$ cat src/hw/rtl/servo_angle_to_pulse_mapper_core_macros.svh
// Assertion helpers for the servo pulse mapper.
`ifndef SERVO_ANGLE_TO_PULSE_MAPPER_CORE_MACROS_SVH
`define SERVO_ANGLE_TO_PULSE_MAPPER_CORE_MACROS_SVH

// Same-cycle implication, muted during reset.
`define SAPM_ASSERT_NOW(label, ante, cons, msg) \
	label: assert property (@(posedge clk) disable iff (!arst_n) (ante) |-> (cons)) \
		else $error(msg);

// Next-cycle implication, muted during reset.
`define SAPM_ASSERT_NEXT(label, ante, cons, msg) \
	label: assert property (@(posedge clk) disable iff (!arst_n) (ante) |=> (cons)) \
		else $error(msg);

`endif

$ cat src/hw/rtl/sapm_pkg.sv
package sapm_pkg;

	localparam int ANGLE_W = 16;
	localparam int LIM_W   = 15;
	localparam int US_W    = 16;
	localparam int DIFF_W  = US_W + 1;
	localparam int PROD_W  = LIM_W + 1 + DIFF_W;
	localparam int QUO_W   = 17;
	localparam int DIVD_W  = US_W + 1 + QUO_W + 1;
	localparam int N_CELLS = QUO_W;

	localparam logic [LIM_W-1:0] RST_ANGLE_LIMIT = 15'd9000;
	localparam logic [US_W-1:0]  RST_PERIOD      = 16'd20000;
	localparam logic [US_W-1:0]  RST_PULSE_NEG   = 16'd1000;
	localparam logic [US_W-1:0]  RST_PULSE_CTR   = 16'd1500;
	localparam logic [US_W-1:0]  RST_PULSE_POS   = 16'd2000;

	typedef enum logic [2:0] {
		REG_ANGLE_LIMIT = 3'd0,
		REG_PERIOD      = 3'd1,
		REG_PULSE_NEG   = 3'd2,
		REG_PULSE_CTR   = 3'd3,
		REG_PULSE_POS   = 3'd4
	} reg_idx_t;

	typedef struct packed {
		logic [LIM_W-1:0] angle_limit;
		logic [US_W-1:0]  period_len;
		logic [US_W-1:0]  pulse_negative_us;
		logic [US_W-1:0]  pulse_center_us;
		logic [US_W-1:0]  pulse_positive_us;
	} cfg_t;

	// One divider slot: remainder, shifting dividend/quotient word, and passengers.
	typedef struct packed {
		logic             valid;
		logic             ok;
		logic [US_W-1:0]  rem;
		logic [QUO_W-1:0] work;
		logic [US_W-1:0]  den;
		logic [US_W-1:0]  center;
		logic [US_W-1:0]  period;
	} cell_t;

endpackage

$ cat src/hw/rtl/sapm_front.sv
module sapm_front (
	input  logic                                   clk,
	input  logic                                   arst_n,
	input  logic                                   en,
	input  logic                                   in_valid,
	input  logic signed [sapm_pkg::ANGLE_W-1:0]    steering_angle,
	input  sapm_pkg::cfg_t                         cfg,
	output sapm_pkg::cell_t                        cell_o
);

	logic                                  cfg_ok;
	logic                                  neg;
	logic [sapm_pkg::ANGLE_W-1:0]          mag_raw;
	logic [sapm_pkg::LIM_W-1:0]            mag;
	logic [sapm_pkg::US_W-1:0]             end_us;
	logic signed [sapm_pkg::DIFF_W-1:0]    diff;
	logic [sapm_pkg::US_W-1:0]             den;
	logic [sapm_pkg::DIVD_W:0]             sum_w;

	logic                                  valid_s1, ok_s1;
	logic [sapm_pkg::LIM_W-1:0]            mag_s1;
	logic signed [sapm_pkg::DIFF_W-1:0]    diff_s1;
	logic                                  valid_s2, ok_s2;
	logic signed [sapm_pkg::PROD_W-1:0]    prod_s2;
	sapm_pkg::cell_t                       cell_s3;

	// configuration sanity: nonzero limit/period, pulses in (0, period), strict order
	always_comb begin
		cfg_ok = (cfg.angle_limit != '0) && (cfg.period_len != '0) &&
			(cfg.pulse_negative_us != '0) && (cfg.pulse_center_us != '0) &&
			(cfg.pulse_positive_us != '0) &&
			(cfg.pulse_negative_us < cfg.period_len) &&
			(cfg.pulse_center_us < cfg.period_len) &&
			(cfg.pulse_positive_us < cfg.period_len) &&
			(((cfg.pulse_negative_us < cfg.pulse_center_us) &&
			  (cfg.pulse_center_us < cfg.pulse_positive_us)) ||
			 ((cfg.pulse_negative_us > cfg.pulse_center_us) &&
			  (cfg.pulse_center_us > cfg.pulse_positive_us)));
	end

	// clamp magnitude to the limit, pick the end pulse by sign
	always_comb begin
		neg     = steering_angle[sapm_pkg::ANGLE_W-1];
		mag_raw = neg ? sapm_pkg::ANGLE_W'(-steering_angle) : steering_angle;
		mag     = (mag_raw > {1'b0, cfg.angle_limit}) ? cfg.angle_limit
			: mag_raw[sapm_pkg::LIM_W-1:0];
		end_us  = neg ? cfg.pulse_negative_us : cfg.pulse_positive_us;
		diff    = $signed({1'b0, end_us}) - $signed({1'b0, cfg.pulse_center_us});
	end

	// dividend = 2*mag*diff + limit, biased by den<<16 so it is never negative
	always_comb begin
		den   = {cfg.angle_limit, 1'b0};
		sum_w = {{2{prod_s2[sapm_pkg::PROD_W-1]}}, prod_s2, 1'b0}
			+ (sapm_pkg::DIVD_W+1)'(cfg.angle_limit)
			+ (sapm_pkg::DIVD_W+1)'({den, 16'b0});
	end

	always_ff @(posedge clk or negedge arst_n) begin
		if (!arst_n) begin
			valid_s1       <= 1'b0;
			valid_s2       <= 1'b0;
			cell_s3        <= '0;
		end else if (en) begin
			valid_s1       <= in_valid;
			valid_s2       <= valid_s1;
			cell_s3.valid  <= valid_s2;
			cell_s3.ok     <= ok_s2;
			cell_s3.rem    <= sum_w[sapm_pkg::QUO_W+sapm_pkg::US_W-1:sapm_pkg::QUO_W];
			cell_s3.work   <= sum_w[sapm_pkg::QUO_W-1:0];
			cell_s3.den    <= den;
			cell_s3.center <= cfg.pulse_center_us;
			cell_s3.period <= cfg.period_len;
		end
	end

	always_ff @(posedge clk) begin
		if (en) begin
			ok_s1          <= cfg_ok;
			mag_s1         <= mag;
			diff_s1        <= diff;
			ok_s2          <= ok_s1;
			prod_s2        <= sapm_pkg::PROD_W'($signed({1'b0, mag_s1}))
				* sapm_pkg::PROD_W'(diff_s1);
		end
	end

	assign cell_o = cell_s3;

endmodule

$ cat src/hw/rtl/sapm_cell.sv
module sapm_cell (
	input  logic            clk,
	input  logic            arst_n,
	input  logic            en,
	input  sapm_pkg::cell_t d,
	output sapm_pkg::cell_t q
);

	logic [sapm_pkg::US_W:0]   trial;
	logic [sapm_pkg::US_W:0]   sub;
	logic                      ge;
	sapm_pkg::cell_t           nxt;
	sapm_pkg::cell_t           slot_q;

	// one restoring step: bring in the next dividend bit, subtract if it fits
	always_comb begin
		trial = {d.rem, d.work[sapm_pkg::QUO_W-1]};
		sub   = trial - {1'b0, d.den};
		ge    = trial >= {1'b0, d.den};
		nxt   = d;
		nxt.rem  = ge ? sub[sapm_pkg::US_W-1:0] : trial[sapm_pkg::US_W-1:0];
		nxt.work = {d.work[sapm_pkg::QUO_W-2:0], ge};
	end

	always_ff @(posedge clk or negedge arst_n) begin
		if (!arst_n) begin
			slot_q <= '0;
		end else if (en) begin
			slot_q <= nxt;
		end
	end

	assign q = slot_q;

endmodule

$ cat src/hw/rtl/servo_angle_to_pulse_mapper_core.sv
// Servo angle to pulse mapper. Takes a signed steering angle (hundredths of a
// degree), clamps it to +/- angle_limit and returns the PWM period and a pulse
// width interpolated from the center pulse toward the negative or positive end,
// rounded half up. One request is accepted per cycle while the output is not
// stalled; its result passes through clamp, multiply, dividend build, a chain of
// 17 divider cells that each settle one quotient bit, and the output register.
// A stalled output freezes the whole pipeline. A bad configuration gives ok=0
// with zero period and pulse. The user must write configuration only while no
// request is in flight; the block itself does not enforce this.
`include "servo_angle_to_pulse_mapper_core_macros.svh"

module servo_angle_to_pulse_mapper_core (
	input  logic                                clk,
	input  logic                                arst_n,
	input  logic                                cfg_we,
	input  logic [2:0]                          cfg_index,
	input  logic [sapm_pkg::US_W-1:0]           cfg_wdata,
	input  logic                                in_valid,
	output logic                                in_ready,
	input  logic signed [sapm_pkg::ANGLE_W-1:0] steering_angle,
	output logic                                out_valid,
	input  logic                                out_ready,
	output logic                                ok,
	output logic [sapm_pkg::US_W-1:0]           out_period_us,
	output logic [sapm_pkg::US_W-1:0]           pulse_width
);

	sapm_pkg::cfg_t               cfg_q;
	sapm_pkg::cell_t              chain [0:sapm_pkg::N_CELLS];
	logic                         adv;
	logic                         out_valid_q, ok_q;
	logic [sapm_pkg::US_W-1:0]    period_q, pulse_q;
	logic [sapm_pkg::US_W-1:0]    pulse_calc;

	// configuration registers
	always_ff @(posedge clk or negedge arst_n) begin
		if (!arst_n) begin
			cfg_q.angle_limit       <= sapm_pkg::RST_ANGLE_LIMIT;
			cfg_q.period_len        <= sapm_pkg::RST_PERIOD;
			cfg_q.pulse_negative_us <= sapm_pkg::RST_PULSE_NEG;
			cfg_q.pulse_center_us   <= sapm_pkg::RST_PULSE_CTR;
			cfg_q.pulse_positive_us <= sapm_pkg::RST_PULSE_POS;
		end else if (cfg_we) begin
			case (cfg_index)
				sapm_pkg::REG_ANGLE_LIMIT:
					cfg_q.angle_limit <= cfg_wdata[sapm_pkg::LIM_W-1:0];
				sapm_pkg::REG_PERIOD:    cfg_q.period_len        <= cfg_wdata;
				sapm_pkg::REG_PULSE_NEG: cfg_q.pulse_negative_us <= cfg_wdata;
				sapm_pkg::REG_PULSE_CTR: cfg_q.pulse_center_us   <= cfg_wdata;
				sapm_pkg::REG_PULSE_POS: cfg_q.pulse_positive_us <= cfg_wdata;
				default: ;
			endcase
		end
	end

	// whole pipeline moves unless a finished result is held
	assign adv      = !out_valid_q || out_ready;
	assign in_ready = adv;

	sapm_front u_front (
		.clk            (clk),
		.arst_n         (arst_n),
		.en             (adv),
		.in_valid       (in_valid),
		.steering_angle (steering_angle),
		.cfg            (cfg_q),
		.cell_o         (chain[0])
	);

	// divider chain, one quotient bit per cell
	for (genvar i = 0; i < sapm_pkg::N_CELLS; i++) begin : g_cell
		sapm_cell u_cell (
			.clk    (clk),
			.arst_n (arst_n),
			.en     (adv),
			.d      (chain[i]),
			.q      (chain[i+1])
		);
	end

	// quotient carries a +65536 bias that drops out modulo 2^16
	assign pulse_calc = chain[sapm_pkg::N_CELLS].center
		+ chain[sapm_pkg::N_CELLS].work[sapm_pkg::US_W-1:0];

	always_ff @(posedge clk or negedge arst_n) begin
		if (!arst_n) begin
			out_valid_q <= 1'b0;
		end else if (adv) begin
			out_valid_q <= chain[sapm_pkg::N_CELLS].valid;
		end
	end

	always_ff @(posedge clk) begin
		if (adv) begin
			ok_q     <= chain[sapm_pkg::N_CELLS].ok;
			period_q <= chain[sapm_pkg::N_CELLS].ok ? chain[sapm_pkg::N_CELLS].period : '0;
			pulse_q  <= chain[sapm_pkg::N_CELLS].ok ? pulse_calc : '0;
		end
	end

	assign out_valid      = out_valid_q;
	assign ok             = ok_q;
	assign out_period_us  = period_q;
	assign pulse_width    = pulse_q;

	// a rejected config must never leak a nonzero field
	`SAPM_ASSERT_NOW(a_bad_cfg_zero, out_valid && !ok,
		out_period_us == '0 && pulse_width == '0, "nonzero output with ok low")
	// a good result lies strictly between zero and the period
	`SAPM_ASSERT_NOW(a_pulse_range, out_valid && ok,
		pulse_width != '0 && pulse_width < out_period_us, "pulse out of range")
	// a held result blocks new requests
	`SAPM_ASSERT_NOW(a_stall_blocks, out_valid && !out_ready, !in_ready,
		"request taken while output stalled")
	// the last cell's request lands in the output register
	`SAPM_ASSERT_NEXT(a_chain_to_out, adv && chain[sapm_pkg::N_CELLS].valid, out_valid,
		"result lost at output register")

endmodule
$ cat config.mk
export PLATFORM = sky130hd
export DESIGN_NAME = servo_angle_to_pulse_mapper_core
export DESIGN_NICKNAME = d
export VERILOG_FILES = /design/src/hw/rtl/sapm_pkg.sv /design/src/hw/rtl/sapm_front.sv /design/src/hw/rtl/sapm_cell.sv /design/src/hw/rtl/servo_angle_to_pulse_mapper_core.sv
export VERILOG_INCLUDE_DIRS = /design/src /design/src/hw/rtl
export SDC_FILE = /design/constraint.sdc
export NUM_CORES = 2
export LEC_CHECK = 0
export ABC_CLOCK_PERIOD_IN_PS = 12200
export BUFFER_PORTS_ARGS = -buffer_cell sky130_fd_sc_hd__buf_2
export CAP_MARGIN = 20
export CELL_PAD_IN_SITES_DETAIL_PLACEMENT = 1
export CELL_PAD_IN_SITES_GLOBAL_PLACEMENT = 2
export CORE_MARGIN = 2
export CORE_UTILIZATION = 30
export DETAILED_ROUTE_END_ITERATION = 16
export GPL_TIMING_DRIVEN = 0
export PLACE_DENSITY_LB_ADDON = 0.08
export REMOVE_ABC_BUFFERS = 1
export SLEW_MARGIN = 20
export SYNTH_ARGS = -nofsm -noshare
export SYNTH_HDL_FRONTEND = slang
export SYNTH_HIERARCHICAL = 1
export SYNTH_SLANG_ARGS = --single-unit
export TNS_END_PERCENT = 5
$ cat constraint.sdc
create_clock -name clk -period 12.2 [get_ports clk]
set_input_delay 2.44 -clock clk [delete_from_list [all_inputs] [get_ports clk]]
set_output_delay 2.44 -clock clk [all_outputs]
set_load 0.01 [all_outputs]
; ---- Word level (Yosys, flattened, before mapping)
; Cells that the tools add are included.
[classes]
add_sub_neg = 21
n_eq_ne = 4
multipliers = 1
order_cmp = 25
n_reduce_logical = 24
muxes = 19
[ops]
columns = operator, n
row1 = $ge A17 B16 Y1, 17
row2 = $mux W16, 18
row3 = $sub A16 B16 Y16, 16
row4 = $lt A16 B16 Y1, 5
row5 = $reduce_bool A16 Y1, 4
row6 = $add A33 B16 Y33, 1
row7 = $add A33 B32 Y33, 1
row8 = $gt A16 B16 Y1, 2
row9 = $mul A16 B17 Y32, 1
row10 = $sub A16 B16 Y17, 1
row11 = $add A16 B16 Y16, 1
row12 = $gt A16 B15 Y1, 1
row13 = $neg A16 Y16, 1
row14 = $mux W15, 1
row15 = $reduce_bool A15 Y1, 1
row16 = $logic_and A1 B1 Y1, 10
row17 = $reduce_and A2 Y1, 5
row18 = $eq A3 B2 Y1 const B, 2
row19 = $eq A3 B1 Y1 const B, 1
row20 = $eq A3 B3 Y1 const B, 1
row21 = $logic_not A3 Y1, 1
row22 = $logic_or A1 B1 Y1, 2
row23 = $logic_not A1 Y1, 1
[totals]
ff_bits = 1625

; ---- Logic depth before layout (Yosys ltp)
[depth]
word_depth = 9
mapped_depth = 25
depth_no_buf = 24

; ---- Hierarchy
; Netlist, hierarchy kept.
[modules_own_cells]
columns = module, n_inst, cells_per_inst, area_each_um2
row1 = sapm_cell (g_cell[10].u_cell ...), 14, 333, 4092.7
row2 = sapm_front, 1, 2050, 19866.6
row3 = sapm_cell (g_cell[0].u_cell ...), 3, 346, 4141.5
row4 = servo_angle_to_pulse_mapper_core, 1, 336, 5008.6

; ---- Worst setup path after synthesis
; Ideal clock, no wire load.
[synth_path]
kind = input-to-output
start = input out_ready
end = output in_ready
n_path_buf = 0
cell_stages = 1
arrival_ns = 5.250
setup_slack_ns = 4.510
t_required_ns = 9.760
path_cell_list = nand2b_1
[synth_via]
elab_chain_cells = 1
[synth_rtl]
columns = element, line
row1 = "start, declared", servo_angle_to_pulse_mapper_core.sv:22  ; input logic out_ready,
row2 = $logic_or A1 B1 Y1, servo_angle_to_pulse_mapper_core.sv:57  ; assign adv = !out_valid_q || out_ready;
row3 = "end, declared", servo_angle_to_pulse_mapper_core.sv:19  ; output logic in_ready,
; Every way passes these cells.

; ---- Final worst setup path
; Same ends and word-level chain as after synthesis.

==> impl_results.md <==
- Max incr delay on CP: 0.34 ns
- Cells along the critical path: buf_2, nand2b_4, buf_16, buf_16, buf_16, buf_16, buf_12, buf_16, buf_12, buf_16, buf_2
- Crit start category: primary input
- Final #Nets: 8,750
- Vias: 58,400
- Filler Cell Count: 33,000
- Status: finished clean
- Mean routed wirelength per cell: 20.3 µm
- Worst Path Arrival: 5.50 ns
- Post-Layout Cell Count: 12,200
- Synthesis warning total: 6
- GPL Wtd Cong: 0.778
- Proportion of layout cells with a drive suffix above 1: 23.2%
- Critical Path RT: 9.76 ns
- CP Capture Type: output pin
- Resized Gates After CTS: 0
- Initial antenna violation count: 39
- CTS tree: done
- Post-detailed-route via-to-cell ratio: 4.78
- RSZ-0062 raised after global routing: false
- Global-route wire length before repair: 391,000 µm
- Total Die Area: 0.312 mm²
- F_max: 126 MHz
- Slowest cell on crit path: nand2b_4
- Slew headroom: 26.9%
- Die boundary width: 559 µm
- Post-route ant nets: 0
- Minimum clock period: 7.94 ns
- Clk Latency, worst-skew pair: 0.91 ns
- Clock slew at reported path FFs: 0.05 ns
- Die Ht: 559 µm
- First drt pass iteration count: 5
- Setup violators final: 0
- Syn Inst Count: 7,887
- Root Buffer: clkbuf_16
- Worst Hold Class: register to register
- Total track usage: 16.0%
- Cts hold-fix bufs: 0
- Vias in the first global route: 63,100
- I/O pin cnt: 75
- Overflow after GRT: 0
- Max-Cap Viols: 0
- Most frequent CP cell: buf_16
- # clock sinks: 1,624
- Max Root-Sink Buffers: 4
- Final Hold Fails: 0
- Core ar.: 0.306 mm²
- Least-Margin Pin Slew: 1.10 ns
- Largest net degree at the start of global routing: 142
- WHS: 0.430 ns
- Final setup TNS: 0 ns
- Overall routed net length: 247,000 µm
- Critical path start-end classification: primary input to output pin
- CTS buffer count: 202
- DR iter-0 viols: 2,471
- Clk_skew: 0.0901 ns
- Setup bufs post-CTS: 0
- Row Count: 203
- Buffers on Ports: 74
- Starting Density: 30.2%
- Post-DP HPWL: 187,000 µm
- Period utilization: 65.1%
- Htree depth: 4
- Final Max Tran Viols: 0
- Layout overhead on the synthesized area: 13.5%
- Placed cells: 11,800
- Worst-path maximum fanout: 56
- Residual DRC count: 0
- Syn avg cell area: 11.7 µm²
- Post-Syn Area: 0.0923 mm²
## critical path, delay by kind of cell
family	cells	cell delay [ns]
buffers and inverters	10	2.53
and+or+nand+nor	1	0.34
## layer usage
metal / track usage (%) / share of wire [%] / up-vias
met5: 0 / 0.0085 / -
met4: 4.34 / 2.8 / 4
met3: 2.10 / 2.9 / 347
met2: 27.3 / 48 / 576
met1: 21.4 / 46 / 29900
li1: - / - / 27600
## stage by stage
stage | util, % | area, µm² | worst slack [ns]
final | 34.2 | 105000 | 4.26
after global routing | 34.2 | 105000 | 4.01
after CTS | 34.2 | 105000 | 4.18
after detailed placement | 31.9 | 97600 | 4.18
after global placement | 31.5 | 96200 | -72.03
after floorplan | - | 90700 | -37.40
## path summary, 6_finish.rpt
kind	slack, ns	to	depth (start not counted)	from
worst max register to register	4.81	u_front/prod_s2[30]$_DFFE_PP_	21	u_front/diff_s1[10]$_DFFE_PP_
max in group asynchronous	7.41	g_cell[12].u_cell/q[11]$_DFFE_PN0P_	6	arst_n
worst min-delay path	0.43	u_front/ok_s2$_DFFE_PP_	0	u_front/ok_s1$_DFFE_PP_
worst max-delay path	4.26	in_ready	11	out_ready
min in group asynchronous	1.49	g_cell[11].u_cell/q[29]$_DFFE_PN0P_	1	arst_n
worst min register to register	0.43	u_front/ok_s2$_DFFE_PP_	0	u_front/ok_s1$_DFFE_PP_
## final cells by class
class,count,area (µm²),share of cell area [%]
diodes,16,40.0,0.0382
clock buffers,289,5840,5.58
clock inverters,80,1110,1.06
inverters,702,2640,2.52
multi-input cells,5271,47000,44.9
flip-flops and latches,1624,41200,39.3
well taps,4100,5130,4.90
repair buffers,130,1780,1.70
## sequential cells by signal (all words and copies together), names as in the netlist
| register | cells |
|---|---|
| u_front/valid_s1 | 1 |
| out_period_us | 16 |
| u_front/prod_s2 | 32 |
| u_front/ok_s2 | 1 |
| g_cell.u_cell/q | 1362 |
| u_front/valid_s2 | 1 |
| u_front/mag_s1 | 15 |
| u_front/cell_o | 81 |
| u_front/diff_s1 | 17 |
| pulse_width | 16 |
| cfg_q | 79 |
| ok | 1 |
| u_front/ok_s1 | 1 |
| out_valid | 1 |
## cell usage in the layout, fill, tap and decap left out, types with 19 or more instances in the layout
cell type and count:
dfstp_2 29, o31a_1 20, a21oi_4 31, a21oi_1 459, and3_1 56, xor2_1 95
o21a_1 74, nor2b_1 43, o21bai_1 19, buf_2 73, or3_1 34, a21o_1 126
clkbuf_1 43, mux2_1 48, xnor2_1 200, a211oi_1 27, o21ai_1 41, a31oi_1 58
inv_1 702, clkbuf_8 42, nand4_1 80, nor3_1 68, and2_1 168, mux2_2 1235
bufinv_16 22, clkinv_2 38, nand2_1 385, nand2b_1 68, mux2i_1 221, nor2_1 402
clkbuf_16 204, edfxtp_1 99, o211ai_1 29, dfrtp_1 1495, nand3_1 78, buf_16 39
nor4_1 27, ha_1 506, fa_1 273, o21ai_0 118
Power is left out: the tool's default activity adds up to more than one toggle a clock period on the data nets, which glitch-free logic cannot reach.
